--- src/hw/rtl/vlc_pkg.sv ---
`timescale 1ns / 1ps
// ============================================================================
// vlc_pkg: shared types and constants of the LEB128 varint codec
// Item and result formats, queue command format and back-end states.
// ============================================================================
package vlc_pkg;

    localparam int unsigned VALUE_W     = 64;
    localparam int unsigned BYTE_W      = 8;
    localparam int unsigned GROUP_W     = 7;
    localparam int unsigned SEEN_W      = 4;
    localparam int unsigned MAX_BYTES   = 10;
    localparam int unsigned QUEUE_DEPTH = 2;

    localparam logic [BYTE_W-1:0] CONT_MASK    = 8'h80;
    localparam logic [BYTE_W-1:0] PAYLOAD_MASK = 8'h7f;

    typedef enum logic
    {
        FUNC_ENCODE = 1'b0,
        FUNC_DECODE = 1'b1
    } func_t;

    typedef enum logic
    {
        CMD_ENCODE = 1'b0,
        CMD_DECODE = 1'b1
    } cmd_kind_t;

    typedef enum logic
    {
        BK_IDLE   = 1'b0,
        BK_ENCODE = 1'b1
    } back_state_t;

    typedef struct packed
    {
        func_t              func;
        logic [VALUE_W-1:0] value;
        logic [BYTE_W-1:0]  in_byte;
    } vlc_in_t;

    typedef struct packed
    {
        logic               byte_valid;
        logic [BYTE_W-1:0]  out_byte;
        logic               value_valid;
        logic [VALUE_W-1:0] out_value;
        logic               decode_error;
        logic               last;
    } vlc_out_t;

    typedef struct packed
    {
        cmd_kind_t          kind;
        logic [VALUE_W-1:0] value;
        logic [GROUP_W-1:0] payload;
        logic               cont;
    } vlc_cmd_t;

endpackage

--- src/hw/rtl/vlc_front.sv ---
`timescale 1ns / 1ps
// ============================================================================
// vlc_front: input acceptance and item classification
// Splits each item into an encode or decode command for the queue.
// ============================================================================
module vlc_front
    import vlc_pkg::*;
(
    input  logic     in_valid,
    output logic     in_ready,
    input  vlc_in_t  in_data,
    input  logic     queue_full,
    output logic     push,
    output vlc_cmd_t cmd
);

    logic [BYTE_W-1:0] masked_byte;

    assign in_ready    = !queue_full;
    assign push        = in_valid && !queue_full;
    assign masked_byte = in_data.in_byte & PAYLOAD_MASK;

    always_comb
    begin
        cmd.kind    = (in_data.func == FUNC_DECODE) ? CMD_DECODE : CMD_ENCODE;
        cmd.value   = in_data.value;
        cmd.payload = masked_byte[GROUP_W-1:0];
        cmd.cont    = |(in_data.in_byte & CONT_MASK);
    end

endmodule

--- src/hw/rtl/vlc_queue.sv ---
`timescale 1ns / 1ps
// ============================================================================
// vlc_queue: short command queue between front and back
// A small register FIFO so that each side can stall on its own.
// ============================================================================
module vlc_queue
    import vlc_pkg::*;
(
    input  logic     clk,
    input  logic     rst_n,
    input  logic     push,
    input  vlc_cmd_t push_cmd,
    input  logic     pop,
    output logic     full,
    output logic     not_empty,
    output vlc_cmd_t head
);

    localparam int unsigned PTR_W = (QUEUE_DEPTH > 1) ? $clog2(QUEUE_DEPTH) : 1;
    localparam int unsigned CNT_W = $clog2(QUEUE_DEPTH + 1);

    vlc_cmd_t           mem [QUEUE_DEPTH];
    logic [PTR_W-1:0]   wr_ptr_reg;
    logic [PTR_W-1:0]   wr_ptr_next;
    logic [PTR_W-1:0]   rd_ptr_reg;
    logic [PTR_W-1:0]   rd_ptr_next;
    logic [CNT_W-1:0]   count_reg;
    logic [CNT_W-1:0]   count_next;

    assign full      = (count_reg == CNT_W'(QUEUE_DEPTH));
    assign not_empty = (count_reg != '0);
    assign head      = mem[rd_ptr_reg];

    always_comb
    begin
        wr_ptr_next = wr_ptr_reg;
        rd_ptr_next = rd_ptr_reg;
        count_next  = count_reg;
        if (push)
        begin
            wr_ptr_next = (wr_ptr_reg == PTR_W'(QUEUE_DEPTH - 1)) ? '0 : wr_ptr_reg + 1'b1;
        end
        if (pop)
        begin
            rd_ptr_next = (rd_ptr_reg == PTR_W'(QUEUE_DEPTH - 1)) ? '0 : rd_ptr_reg + 1'b1;
        end
        if (push && !pop)
        begin
            count_next = count_reg + 1'b1;
        end
        else if (pop && !push)
        begin
            count_next = count_reg - 1'b1;
        end
    end

    always_ff @(posedge clk or negedge rst_n)
    begin
        if (!rst_n)
        begin
            wr_ptr_reg <= '0;
            rd_ptr_reg <= '0;
            count_reg  <= '0;
        end
        else
        begin
            wr_ptr_reg <= wr_ptr_next;
            rd_ptr_reg <= rd_ptr_next;
            count_reg  <= count_next;
        end
    end

    always_ff @(posedge clk)
    begin
        if (push)
        begin
            mem[wr_ptr_reg] <= push_cmd;
        end
    end

`ifndef ASSERT_OFF
    a_count_bound: assert property (@(posedge clk) disable iff (!rst_n)
        count_reg <= CNT_W'(QUEUE_DEPTH))
        else $error("queue count above depth");

    a_pop_not_empty: assert property (@(posedge clk) disable iff (!rst_n)
        pop |-> not_empty)
        else $error("queue popped while empty");

    a_empty_ptrs: assert property (@(posedge clk) disable iff (!rst_n)
        (count_reg == '0) |-> (wr_ptr_reg == rd_ptr_reg))
        else $error("empty queue with unequal pointers");
`endif

endmodule

--- src/hw/rtl/vlc_back.sv ---
`timescale 1ns / 1ps
// ============================================================================
// vlc_back: command execution and result register
// Emits encoded bytes, one per unstalled cycle; folds decode bytes into value.
// ============================================================================
module vlc_back
    import vlc_pkg::*;
(
    input  logic     clk,
    input  logic     rst_n,
    input  logic     q_valid,
    input  vlc_cmd_t head,
    output logic     pop,
    output logic     out_valid,
    input  logic     out_ready,
    output vlc_out_t out_data
);

    back_state_t        state_reg;
    back_state_t        state_next;
    logic [VALUE_W-1:0] acc_reg;
    logic [VALUE_W-1:0] acc_next;
    logic [SEEN_W-1:0]  seen_reg;
    logic [SEEN_W-1:0]  seen_next;
    logic [VALUE_W-1:0] shift_reg;
    logic [VALUE_W-1:0] shift_next;
    logic               out_valid_reg;
    vlc_out_t           out_reg;

    logic               can_emit;
    logic               emit;
    vlc_out_t           res;
    logic [6:0]         shamt;
    logic [VALUE_W-1:0] shifted;
    logic               dec_err;
    logic               dec_has_result;
    logic               enc_more;

    assign can_emit       = !out_valid_reg || out_ready;
    assign shamt          = {seen_reg, 3'b000} - 7'(seen_reg);
    assign shifted        = VALUE_W'(head.payload) << shamt;
    assign dec_err        = (seen_reg >= SEEN_W'(MAX_BYTES))
                         || ((seen_reg == SEEN_W'(MAX_BYTES - 1)) && (head.payload > 7'd1));
    assign dec_has_result = dec_err || !head.cont;
    assign enc_more       = |shift_reg[VALUE_W-1:GROUP_W];

    // Next state.
    always_comb
    begin
        state_next = state_reg;
        case (state_reg)
            BK_IDLE:
            begin
                if (q_valid && (head.kind == CMD_ENCODE))
                begin
                    state_next = BK_ENCODE;
                end
            end
            BK_ENCODE:
            begin
                if (can_emit && !enc_more)
                begin
                    state_next = BK_IDLE;
                end
            end
            default:
            begin
                state_next = BK_IDLE;
            end
        endcase
    end

    // Outputs and datapath updates.
    always_comb
    begin
        pop        = 1'b0;
        emit       = 1'b0;
        res        = '0;
        acc_next   = acc_reg;
        seen_next  = seen_reg;
        shift_next = shift_reg;
        case (state_reg)
            BK_IDLE:
            begin
                if (q_valid)
                begin
                    if (head.kind == CMD_ENCODE)
                    begin
                        pop        = 1'b1;
                        shift_next = head.value;
                    end
                    else if (!dec_has_result || can_emit)
                    begin
                        pop = 1'b1;
                        if (dec_err)
                        begin
                            emit             = 1'b1;
                            res.decode_error = 1'b1;
                            res.last         = 1'b1;
                            acc_next         = '0;
                            seen_next        = '0;
                        end
                        else if (!head.cont)
                        begin
                            emit            = 1'b1;
                            res.value_valid = 1'b1;
                            res.out_value   = acc_reg | shifted;
                            res.last        = 1'b1;
                            acc_next        = '0;
                            seen_next       = '0;
                        end
                        else
                        begin
                            acc_next  = acc_reg | shifted;
                            seen_next = seen_reg + 1'b1;
                        end
                    end
                end
            end
            BK_ENCODE:
            begin
                if (can_emit)
                begin
                    emit           = 1'b1;
                    res.byte_valid = 1'b1;
                    res.out_byte   = {enc_more, shift_reg[GROUP_W-1:0]};
                    res.last       = !enc_more;
                    shift_next     = shift_reg >> GROUP_W;
                end
            end
            default:
            begin
                pop = 1'b0;
            end
        endcase
    end

    always_ff @(posedge clk or negedge rst_n)
    begin
        if (!rst_n)
        begin
            state_reg     <= BK_IDLE;
            acc_reg       <= '0;
            seen_reg      <= '0;
            out_valid_reg <= 1'b0;
        end
        else
        begin
            state_reg <= state_next;
            acc_reg   <= acc_next;
            seen_reg  <= seen_next;
            if (emit)
            begin
                out_valid_reg <= 1'b1;
            end
            else if (out_ready)
            begin
                out_valid_reg <= 1'b0;
            end
        end
    end

    always_ff @(posedge clk)
    begin
        shift_reg <= shift_next;
        if (emit)
        begin
            out_reg <= res;
        end
    end

    assign out_valid = out_valid_reg;
    assign out_data  = out_reg;

`ifndef ASSERT_OFF
    a_no_pop_encoding: assert property (@(posedge clk) disable iff (!rst_n)
        (state_reg == BK_ENCODE) |-> !pop)
        else $error("queue popped during encode");

    a_seen_bound: assert property (@(posedge clk) disable iff (!rst_n)
        seen_reg <= SEEN_W'(MAX_BYTES))
        else $error("byte count beyond ten");

    a_clear_after_value: assert property (@(posedge clk) disable iff (!rst_n)
        (emit && (res.value_valid || res.decode_error)) |=>
            ((seen_reg == '0) && (acc_reg == '0)))
        else $error("decode state not cleared after result");
`endif

endmodule

--- src/hw/rtl/varint_leb128_codec.sv ---
`timescale 1ns / 1ps
// ============================================================================
// varint_leb128_codec: unsigned 64-bit LEB128 varint encoder and decoder
// Front classifier, command queue and execution back end with result register.
// ============================================================================
// Usage:
// An input beat on in_valid/in_ready carries func, value and in_byte. With
// func at encode, the value leaves as 1 to 10 result beats on
// out_valid/out_ready, least significant 7-bit group first, with last set on
// the final byte. With func at decode, in_byte is folded into the running
// value; a continuation byte gives no result beat, a final byte gives one
// beat with value_valid, and an overlong or overflowing varint gives one beat
// with decode_error. Encodes leave a decode in progress untouched.
// Flow: a beat is written into a two-entry queue at acceptance; the back end
// takes it from the queue head once it is idle. A decode byte is popped
// unless it completes a result while the result register is held, and its
// result is registered. An encode loads the shift register and then emits
// one byte per unstalled cycle; the shift register sets the encode rate.
// A stalled out_ready holds the result register; the back end then waits and
// the queue fills, after which in_ready drops. Reset empties the queue,
// clears the decode accumulator and byte count and drops out_valid.
// ============================================================================
module varint_leb128_codec
    import vlc_pkg::*;
(
    input  logic     clk,
    input  logic     rst_n,
    input  logic     in_valid,
    output logic     in_ready,
    input  vlc_in_t  in_data,
    output logic     out_valid,
    input  logic     out_ready,
    output vlc_out_t out_data
);

    logic     push;
    logic     pop;
    logic     queue_full;
    logic     queue_not_empty;
    vlc_cmd_t push_cmd;
    vlc_cmd_t head_cmd;

    // Classification of each accepted beat into a queue command.
    vlc_front u_front
    (
        .in_valid   (in_valid),
        .in_ready   (in_ready),
        .in_data    (in_data),
        .queue_full (queue_full),
        .push       (push),
        .cmd        (push_cmd)
    );

    // Decoupling queue so that a stalled receiver does not block acceptance
    // right away.
    vlc_queue u_queue
    (
        .clk       (clk),
        .rst_n     (rst_n),
        .push      (push),
        .push_cmd  (push_cmd),
        .pop       (pop),
        .full      (queue_full),
        .not_empty (queue_not_empty),
        .head      (head_cmd)
    );

    // Execution: byte emission for encodes, accumulation for decodes.
    vlc_back u_back
    (
        .clk       (clk),
        .rst_n     (rst_n),
        .q_valid   (queue_not_empty),
        .head      (head_cmd),
        .pop       (pop),
        .out_valid (out_valid),
        .out_ready (out_ready),
        .out_data  (out_data)
    );

endmodule
--- config.mk ---
export PLATFORM = sky130hd
export DESIGN_NAME = varint_leb128_codec
export DESIGN_NICKNAME = d
export VERILOG_FILES = /design/src/hw/rtl/vlc_pkg.sv /design/src/hw/rtl/vlc_front.sv /design/src/hw/rtl/vlc_queue.sv /design/src/hw/rtl/vlc_back.sv /design/src/hw/rtl/varint_leb128_codec.sv
export SDC_FILE = /design/constraint.sdc
export NUM_CORES = 1
export LEC_CHECK = 0
export CAP_MARGIN = 20
export CORE_MARGIN = 2
export CORE_UTILIZATION = 60
export DETAILED_ROUTE_END_ITERATION = 10
export DONT_BUFFER_PORTS = 1
export GPL_TIMING_DRIVEN = 0
export PLACE_DENSITY = 0.86
export SKIP_LAST_GASP = 1
export SYNTH_ARGS = -nofsm -noshare
export SYNTH_HDL_FRONTEND = slang
export SYNTH_HIERARCHICAL = 1
export SYNTH_SLANG_ARGS = --single-unit
export TNS_END_PERCENT = 100
--- constraint.sdc ---
create_clock -name clk -period 12.76 [get_ports clk]
set_input_delay 2.552 -clock clk [delete_from_list [all_inputs] [get_ports clk]]
set_output_delay 2.552 -clock clk [all_outputs]
set_load 0.01 [all_outputs]
Word level (Yosys, flattened, before mapping). Memories as Yosys holds them, arrays and structs flattened. Index checks and enable logic that the tools add are counted. Widths: inputs -> output; s select.

$add $sub $neg: 6. $lt $le $gt $ge: 2. Equal/unequal tests: 5. Shift operators: 1. Mux-type cells: 39. Bitwise gates (word level): 5. Reduce and logical (&&, ||, !) cells: 27.

Operators by type and width (number): $mux 64 (5); $pmux 64 s2 (1); $mux 65 (1); $or 64x64->64 (1); $shl 7x7->64 (1); $reduce_or 57->1 (1); $mux 1 (24); $mux 9 (1); $mux 4 (2); $gt 7x1->1 const B (1); $logic_not 1->1 (7); $sub 7x4->7 (1); $logic_and 1x1->1 (6); $pmux 1 s2 (3); $reduce_bool 2->1 (3); $reduce_or 6->1 (1); $reduce_or 5->1 (1); $add 4x1->4 const B (1); $eq 4x4->1 const B (1); $ge 4x4->1 const B (1); $logic_or 1x1->1 (4); $mux 2 (2); $ne 2x2->1 const B (2); $not 1->1 (4); other kinds (9) (10).

Bits in registers: 214. RAM bits: 146. Bits of input ports: 77. Output and inout bits: 78. Logic and storage cells: 100. Memories kept: 1.

Memory list: u_queue.mem (words 2, bits a word 73, read ports 1, clocked after Yosys merged registers in 0, wr ports 1, RTL line vlc_queue.sv:22) `vlc_cmd_t mem [QUEUE_DEPTH];`.

Depth between registers and ports, before layout. Gate-level depths: netlist of run 1. An unclocked memory read counts as a cell.

Depth after elaboration: 14. Gate-level depth with buffers: 14. Mapped depth without buffers: 11.

Cells and area by module. Netlist of run 1, hierarchy kept.

Modules (own cells, without submodules): vlc_back (instances 1, cells each 749, area an instance 9629.2 sq um, sequential area each 5955.7 sq um); vlc_queue (instances 1, cells each 243, area an instance 5704.2 sq um, sequential area each 4484.3 sq um); vlc_front (instances 1, cells each 75, area an instance 558.0 sq um, sequential area each 0.0 sq um).

Least setup slack after synthesis of run 1. Ideal clock, no wire load.

Path kind: input to register. Start point: in in_valid. End point: mem u_queue/mem[0][0] (netlist name), enable pin. Library setup time: 0.513 ns. Data arrival time: 6.064 ns. Data required time: 12.247 ns. Path slack: 6.183 ns. Stages: 2. Buffers on the path: 0. Path through: nor2b_1 -> nor2b_1.

Longest elaborated chain between the ends: 3.

RTL lines: start, declared (RTL line varint_leb128_codec.sv:28) `input logic in_valid,`; $logic_and 1x1->1 (RTL line vlc_front.sv:20) `assign push = in_valid && !queue_full;`; $mux 1 (RTL line vlc_queue.sv:75) `if (push)`; $mux 1 (not written as such) (RTL line vlc_queue.sv:77) `mem[wr_ptr_reg] <= push_cmd;`; end, declared (RTL line vlc_queue.sv:22).

No other way between the ends.

Final worst setup path of run 1.
Start point: in out_ready. End point: reg u_back.out_reg (netlist bit u_back/out_data[20]), enable pin.

Longest elaborated chain between the ends: 6. Elaborated cells between the ends (all ways): 7. Those cells by class: mux (5); reduce/logical (2).

RTL lines: start, declared (RTL line varint_leb128_codec.sv:32) `input logic out_ready,`; $logic_or 1x1->1 (*) (RTL line vlc_back.sv:39) `assign can_emit = !out_valid_reg || out_ready;`; $logic_or 1x1->1 (RTL line vlc_back.sv:92) `else if (!dec_has_result || can_emit)`; $mux 1 (RTL line vlc_back.sv:92); $mux 1 (RTL line vlc_back.sv:87) `if (head.kind == CMD_ENCODE)`; $mux 1 (RTL line vlc_back.sv:85) `if (q_valid)`; $pmux 1 s2 (*) (RTL line vlc_back.sv:82) `case (state_reg)`; named net u_back.emit (RTL line vlc_back.sv:31) `logic emit;`; end signal, assigned (RTL line vlc_back.sv:168) `out_reg <= res;`; end, declared (RTL line vlc_back.sv:28) `vlc_out_t out_reg;`.

The timed path passes the listed nets; every way through them passes the cells marked *. A chain may end at the register's enable or synchronous reset.

==> summary.txt, run 1 <==
Status
  – Status: complete, no violations

Power
  – Clock power share: 26.7%
  – VDD IR-drop max: 0.000153 V
  – Sw frac: 34.4%
  – P_leak: 6.75 nW
  – Switch Pwr: 1.39 mW
  – PD cells: 227 nW/um2
  – Internal power: 2.64 mW
  – Combinational power share: 34.9%
  – Sequential power share: 38.4%

Setup path
  – CP Class: input pin to flop
  – Required time of the critical path: 12.89 ns
  – Crit-path max FO: 76
  – Crit path cell chain: nand2b_1 > nand2_1 > or2_2 > buf_2 > nand2_4
  – Worst Path Arrival: 4.36 ns
  – Crit-path max cell delay: 0.71 ns
  – Startpoint Class: input pin
  – Crit-path leading delay family: simple AND/OR/NAND/NOR gates
  – Buf/Inv on CP: 1
  – Worst setup EP type: flop
  – Critical path's slowest cell: nand2_4

Timing
  – Max_slew headroom: 32.1%
  – Final TNS setup: 0 ns
  – Slew Viols, Final: 0
  – Skew final: 0.0244 ns
  – Final Hold Fails: 0
  – Worst-Margin Slew: 1.02 ns
  – Max Freq: 237 MHz
  – Final worst path period share: 33.1%
  – Fin crit period: 4.22 ns
  – RSZ-0062 raised after global routing: false
  – Final setup fails: 0

Logic synthesis
  – Register area share after synthesis: 65.7%
  – Yosys cell types: 68
  – Syn nets: 1,150
  – Async S/R FF share, synth: 20.6%
  – Number of enable flip-flop cells after synthesis: 286
  – Synth Cell Area: 15,900 um2
  – Synth Instances: 1,067
  – Synth Register Bits: 360
  – Syn_area_per_cell: 14.9 um2
  – Ys flop type: edfxtp_1
  – Warnings from Yosys: 6

Layout
  – Largest Register: u_queue/mem
  – Layout area overhead: 11.4%
  – Fin nets: 1,197
  – Flip-flop count of the largest register after layout: 146
  – Design Area, Final: 17,700 um2
  – Share of cells above drive strength 1: 30.2%
  – Most common cell after layout, fill and taps aside: edfxtp_1
  – Most frequent cells in the layout: edfxtp_1 (286), nor2_1 (93), buf_4 (80)

GRT
  – Gr usage total: 23.7%
  – Global-route wire length before repair: 51,200 um
  – GRT overflow: 0
  – Pin count of the biggest net entering global routing: 77
  – Initial antenna violation count: 1
  – Vias in the first global route: 9,078

Die
  – I/O Pins: 155
  – Initial core utilization: 61.0%
  – Die span in y: 167 um
  – Core Area: 26,100 um2
  – Die area: 27,800 um2
  – Die X: 167 um
  – Rows: 59

Drt
  – Post-Route M1 WL: 13,000 um
  – Antenna-violating nets left: 0
  – DRT iter0 DRCs: 938
  – DR WL/cell: 22.3 um
  – Max Used Layer: met4
  – Vias: 9,082
  – Final WL: 33,000 um
  – Met3 WL post-DR: 2660 um
  – 1st-pass router iterations: 6
  – Vias/cell: 6.14
  – Metal2 WL: 16,300 um
  – Remaining DRCs: 0

Clock network
  – Worst skew pair latency: 0.53 ns
  – Clock sinks: 360
  – Cts bufs inserted: 38
  – CTS max path bufs: 3
  – CTS tree: done
  – Post-CTS Setup Bufs: 0
  – H-tree depth: 2
  – CTS root buf: clkbuf_16
  – # hold bufs at CTS: 0
  – Post-cts sizing count: 0
  – Clk slew on worst S/H paths: 0.05 ns

Flow run
  – Max cap viols: 0

Placement
  – DP HPWL: 22,200 um
  – DP Area: 16,500 um2
  – GPL Wtd Cong: 0.889
  – IO Port Bufs: 0

Worst hold path
  – Min-delay worst type: flop to flop
## path summary, 6_finish.rpt
path	start	endpoint	slack [ns]	cells past startpoint
min reg2reg	u_back/acc_reg[17]$_DFFE_PN0N_	u_back/acc_reg[17]$_DFFE_PN0N_	0.48	1
min	u_back/acc_reg[17]$_DFFE_PN0N_	u_back/acc_reg[17]$_DFFE_PN0N_	0.48	1
max	out_ready	u_back/out_data[20]$_SDFFCE_PP0P_	8.54	5
min in group asynchronous	rst_n	u_back/acc_reg[16]$_DFFE_PN0N_	1.72	0
max in group asynchronous	rst_n	u_back/acc_reg[30]$_DFFE_PN0N_	10.87	0
max reg2reg	u_queue/rd_ptr_reg$_DFFE_PN0P_	u_back/out_data[20]$_SDFFCE_PP0P_	8.84	10
## routing by layer
layer / vias to the layer above / track usage, %
met5: - / 0
met4: 0 / 8.06
met3: 78 / 5.89
met2: 426 / 39.7
met1: 4492 / 30.4
li1: 4086 / -
## synthesized netlist by cell type, drive strengths merged (8+ instances only)
cell type    n  area (um2)
edfxtp     286        8590
o21ai       13        65.1
nor2        95         362
buf        119         878
o21a        12        90.1
nor3         8        40.0
nand3       10        50.1
nor2b       13        81.3
a31oi       43         269
nand2       17        66.3
clkbuf      14        52.6
inv         17        63.8
nor4        19         134
o2bb2ai     24         210
mux2       133        1720
dfrtp       74        1850
a21oi       48         240
and3        10        62.6
## logic make-up (layout without fill, tap and decap cells)
family	Yosys count	after routing	share of synthesized area, %
other	0	1	0
buffers and inverters	150	227	6.26
AND/OR/NAND/NOR	203	203	6.41
XOR/XNOR	8	8	0.441
flip-flops	360	360	65.7
multiplexers	145	145	12.0
adder cells (fa/ha/maj)	6	6	0.472
AO/OA/AOI/OAI	195	195	8.71
## power groups by stage
stage / clock network (mW) / logic [mW] / registers [mW]
floorplan: 0 / 1.02 / 1.55
global placement: 0 / 1.31 / 1.58
detailed placement: 0 / 1.36 / 1.57
CTS: 1.09 / 1.38 / 1.55
global route: 1.14 / 1.50 / 1.56
finish: 1.08 / 1.41 / 1.55
## metrics by stage
step           std cells  setup WS (ns)  utilization [%]  hold WS, ns  power [mW]
2_1_floorplan       1067           6.18                -        0.447        2.57
3_3_place_gp        1402           4.37             62.6        0.467        2.89
3_5_place_dp        1408           7.98             63.2        0.475        2.93
4_1_cts             1478           8.52             67.9        0.490        4.01
5_1_grt             1479           8.40             67.9        0.498        4.20
6_report            1480           8.54             67.9        0.485        4.03
## cell type report
| class | instances | area (um2) |
|---|---|---|
| Antenna cell | 1 | 2.50 |
| Buffer | 133 | 931 |
| Clock buffer | 48 | 1040 |
| Clock inverter | 22 | 195 |
| Fill cell | 1670 | 8360 |
| Inverter | 17 | 63.8 |
| Multi-Input combinational cell | 557 | 4490 |
| Sequential cell | 360 | 10400 |
| Tap cell | 335 | 419 |
| Timing Repair Buffer | 7 | 128 |
No activity file was read; power rests on OpenSTA's default activity.
==> run 2: changes to the inputs <==
CORE_UTILIZATION = 57   (was 60)
PLACE_DENSITY = 0.85   (was 0.86)
clock period = 3.8 ns   (was 12.76 ns; I/O delays follow)
==> summary.txt, run 2 (synthesis results as in run 1) <==
Status
  – Status: complete, no violations

Timing
  – Max Freq: 281 MHz
  – RSZ-0062 raised after global routing: false
  – Final TNS setup: 0 ns
  – Worst-Margin Slew: 0.974 ns
  – Max_slew headroom: 35.1%
  – Slew Viols, Final: 0
  – Post-route setup slack: 0.239 ns
  – Skew final: 0.0187 ns
  – Final Hold Fails: 0
  – Final worst path period share: 93.7%
  – Final setup fails: 0
  – Fin crit period: 3.56 ns

Layout
  – Layout area overhead: 11.7%
  – Largest Register: u_queue/mem
  – Design Area, Final: 17,800 um2
  – Most frequent cells in the layout: edfxtp_1 (286), nor2_1 (92), buf_4 (79)
  – Flip-flop count of the largest register after layout: 146
  – Fin nets: 1,196
  – ANT cells: 0
  – Final Util: 64.3%
  – Share of cells above drive strength 1: 29.9%
  – Most common cell after layout, fill and taps aside: edfxtp_1
  – Final-layout fill cell count: 1,915

GRT
  – Global-route wire length before repair: 49,900 um
  – Gr usage total: 22.4%
  – GRT overflow: 0
  – Vias in the first global route: 8,960
  – Pin count of the biggest net entering global routing: 77
  – Initial antenna violation count: 0

Clock network
  – CTS root buf: clkbuf_16
  – CTS tree: done
  – H-tree depth: 2
  – CTS max path bufs: 3
  – Post-CTS Setup Bufs: 0
  – Clock sinks: 360
  – Clk slew on worst S/H paths: 0.06 ns
  – Cts bufs inserted: 36
  – Worst skew pair latency: 0.53 ns

Drt
  – DR WL/cell: 21.5 um
  – Remaining DRCs: 0
  – Vias: 9,015
  – DRT iter0 DRCs: 937
  – Antenna-violating nets left: 0
  – Final WL: 32,600 um
  – 1st-pass router iterations: 6
  – Vias/cell: 5.93

Die
  – Rows: 61
  – Die X: 171 um
  – Die area: 29,200 um2
  – Initial core utilization: 57.5%
  – Core Area: 27,600 um2
  – Die span in y: 171 um
  – I/O Pins: 155

Setup path
  – Worst setup EP type: flop
  – Required time of the critical path: 3.98 ns
  – FF-to-FF setup slack: 0.24 ns
  – Reg2reg end: u_back/out_data[54]$_SDFFCE_PP0P_
  – Critical R2R Launch: u_queue/rd_ptr_reg$_DFFE_PN0P_
  – Reg2reg path depth: 10
  – Crit-path max FO: 38
  – Startpoint Class: flop
  – Worst Path Arrival: 3.74 ns
  – CP Class: flop to flop

Placement
  – GPL Wtd Cong: 0.872
  – DP Area: 16,500 um2
  – DP HPWL: 21,800 um
  – Dpl ws: 0.00518 ns
  – IO Port Bufs: 0

Power
  – P_leak: 6.73 nW
  – VDD IR-drop max: 0.000453 V
  – PD cells: 755 nW/um2
  – Total power: 13.4 mW

Flow run
  – Max cap viols: 0

Worst hold path
  – Min-delay worst type: input pin to asynchronous set/reset pin
run 2: changes by cell type in the layout (fill, tap and decap cells not counted), moves of 2 or more:
cell,previous run,this run
clkinv_1,3,7
clkinv_2,8,5
nand2_8,0,2
clkbuf_8,5,2
clkbuf_16,38,36
run 2: stage by stage:
stage / hold WS, ns / cells
after floorplan: 0.447 / 1067
after global placement: 0.465 / 1445
after detailed placement: 0.467 / 1451
after CTS: 0.128 / 1518
after global routing: 0.124 / 1519
final: 0.114 / 1519
run 2: layout make-up:
cell class	count	area, um2	area share (%)
well taps	378	473	2.66
clock buffers	44	951	5.36
inverters	17	63.8	0.359
repair buffers	7	148	0.832
plain buffers	133	931	5.24
flip-flops and latches	360	10400	58.8
clock inverters	22	218	1.23
multi-input cells	558	4530	25.5
run 2: worst max-delay path, cell delays in order (launching register included):
cell and delay, ns:
dfrtp_1 0.37, buf_6 0.20, buf_6 0.22, mux2_4 0.35
or4_4 0.56, o31ai_4 0.26, a31o_1 0.19, buf_4 0.20
or2_2 0.14, buf_2 0.40, nand2_8 0.26
run 2: per-layer routing:
layer / up-vias / share of wire, % / track usage (%)
met3: 59 / 7.2 / 4.65
met4: 0 / 2.5 / 7.74
li1: 4102 / - / -
met2: 409 / 50 / 37.4
met1: 4445 / 41 / 29.2
met5: - / 0 / 0
run 2: power by group:
group | switching, mW | total (mW) | internal (mW)
Sequential | 0.253 | 5.18 | 4.93
Combinational | 2.90 | 4.73 | 1.84
Clock | 1.47 | 3.48 | 2.01
run 2: timing repair:
action | in CTS | in global routing
hold buffers | 1 | 0
pin swaps | 0 | 1
endpoints found under the setup margin | 76 | 65
cloned | 0 | 1
gates resized for setup | 1 | 4
endpoints found under the hold margin | 74 | 0
run 2: how the worst max path moves through the flow:
stage,start,end,slack [ns],cells past startpoint
after global routing,u_queue/rd_ptr_reg$_DFFE_PN0P_,u_back/out_data[22]$_SDFFCE_PP0P_,0.10,10
final,u_queue/rd_ptr_reg$_DFFE_PN0P_,u_back/out_data[54]$_SDFFCE_PP0P_,0.24,10
after global placement,u_queue/rd_ptr_reg$_DFFE_PN0P_,u_back/shift_reg[33]$_DFFE_PP_,-1.86,4
after CTS,u_queue/rd_ptr_reg$_DFFE_PN0P_,u_back/out_data[11]$_SDFFCE_PP0P_,0.16,10
after floorplan,u_queue/rd_ptr_reg$_DFFE_PN0P_,u_back/shift_reg[0]$_DFFE_PP_,-0.54,4
after detailed placement,u_queue/rd_ptr_reg$_DFFE_PN0P_,u_back/out_data[39]$_SDFFCE_PP0P_,0.005,10
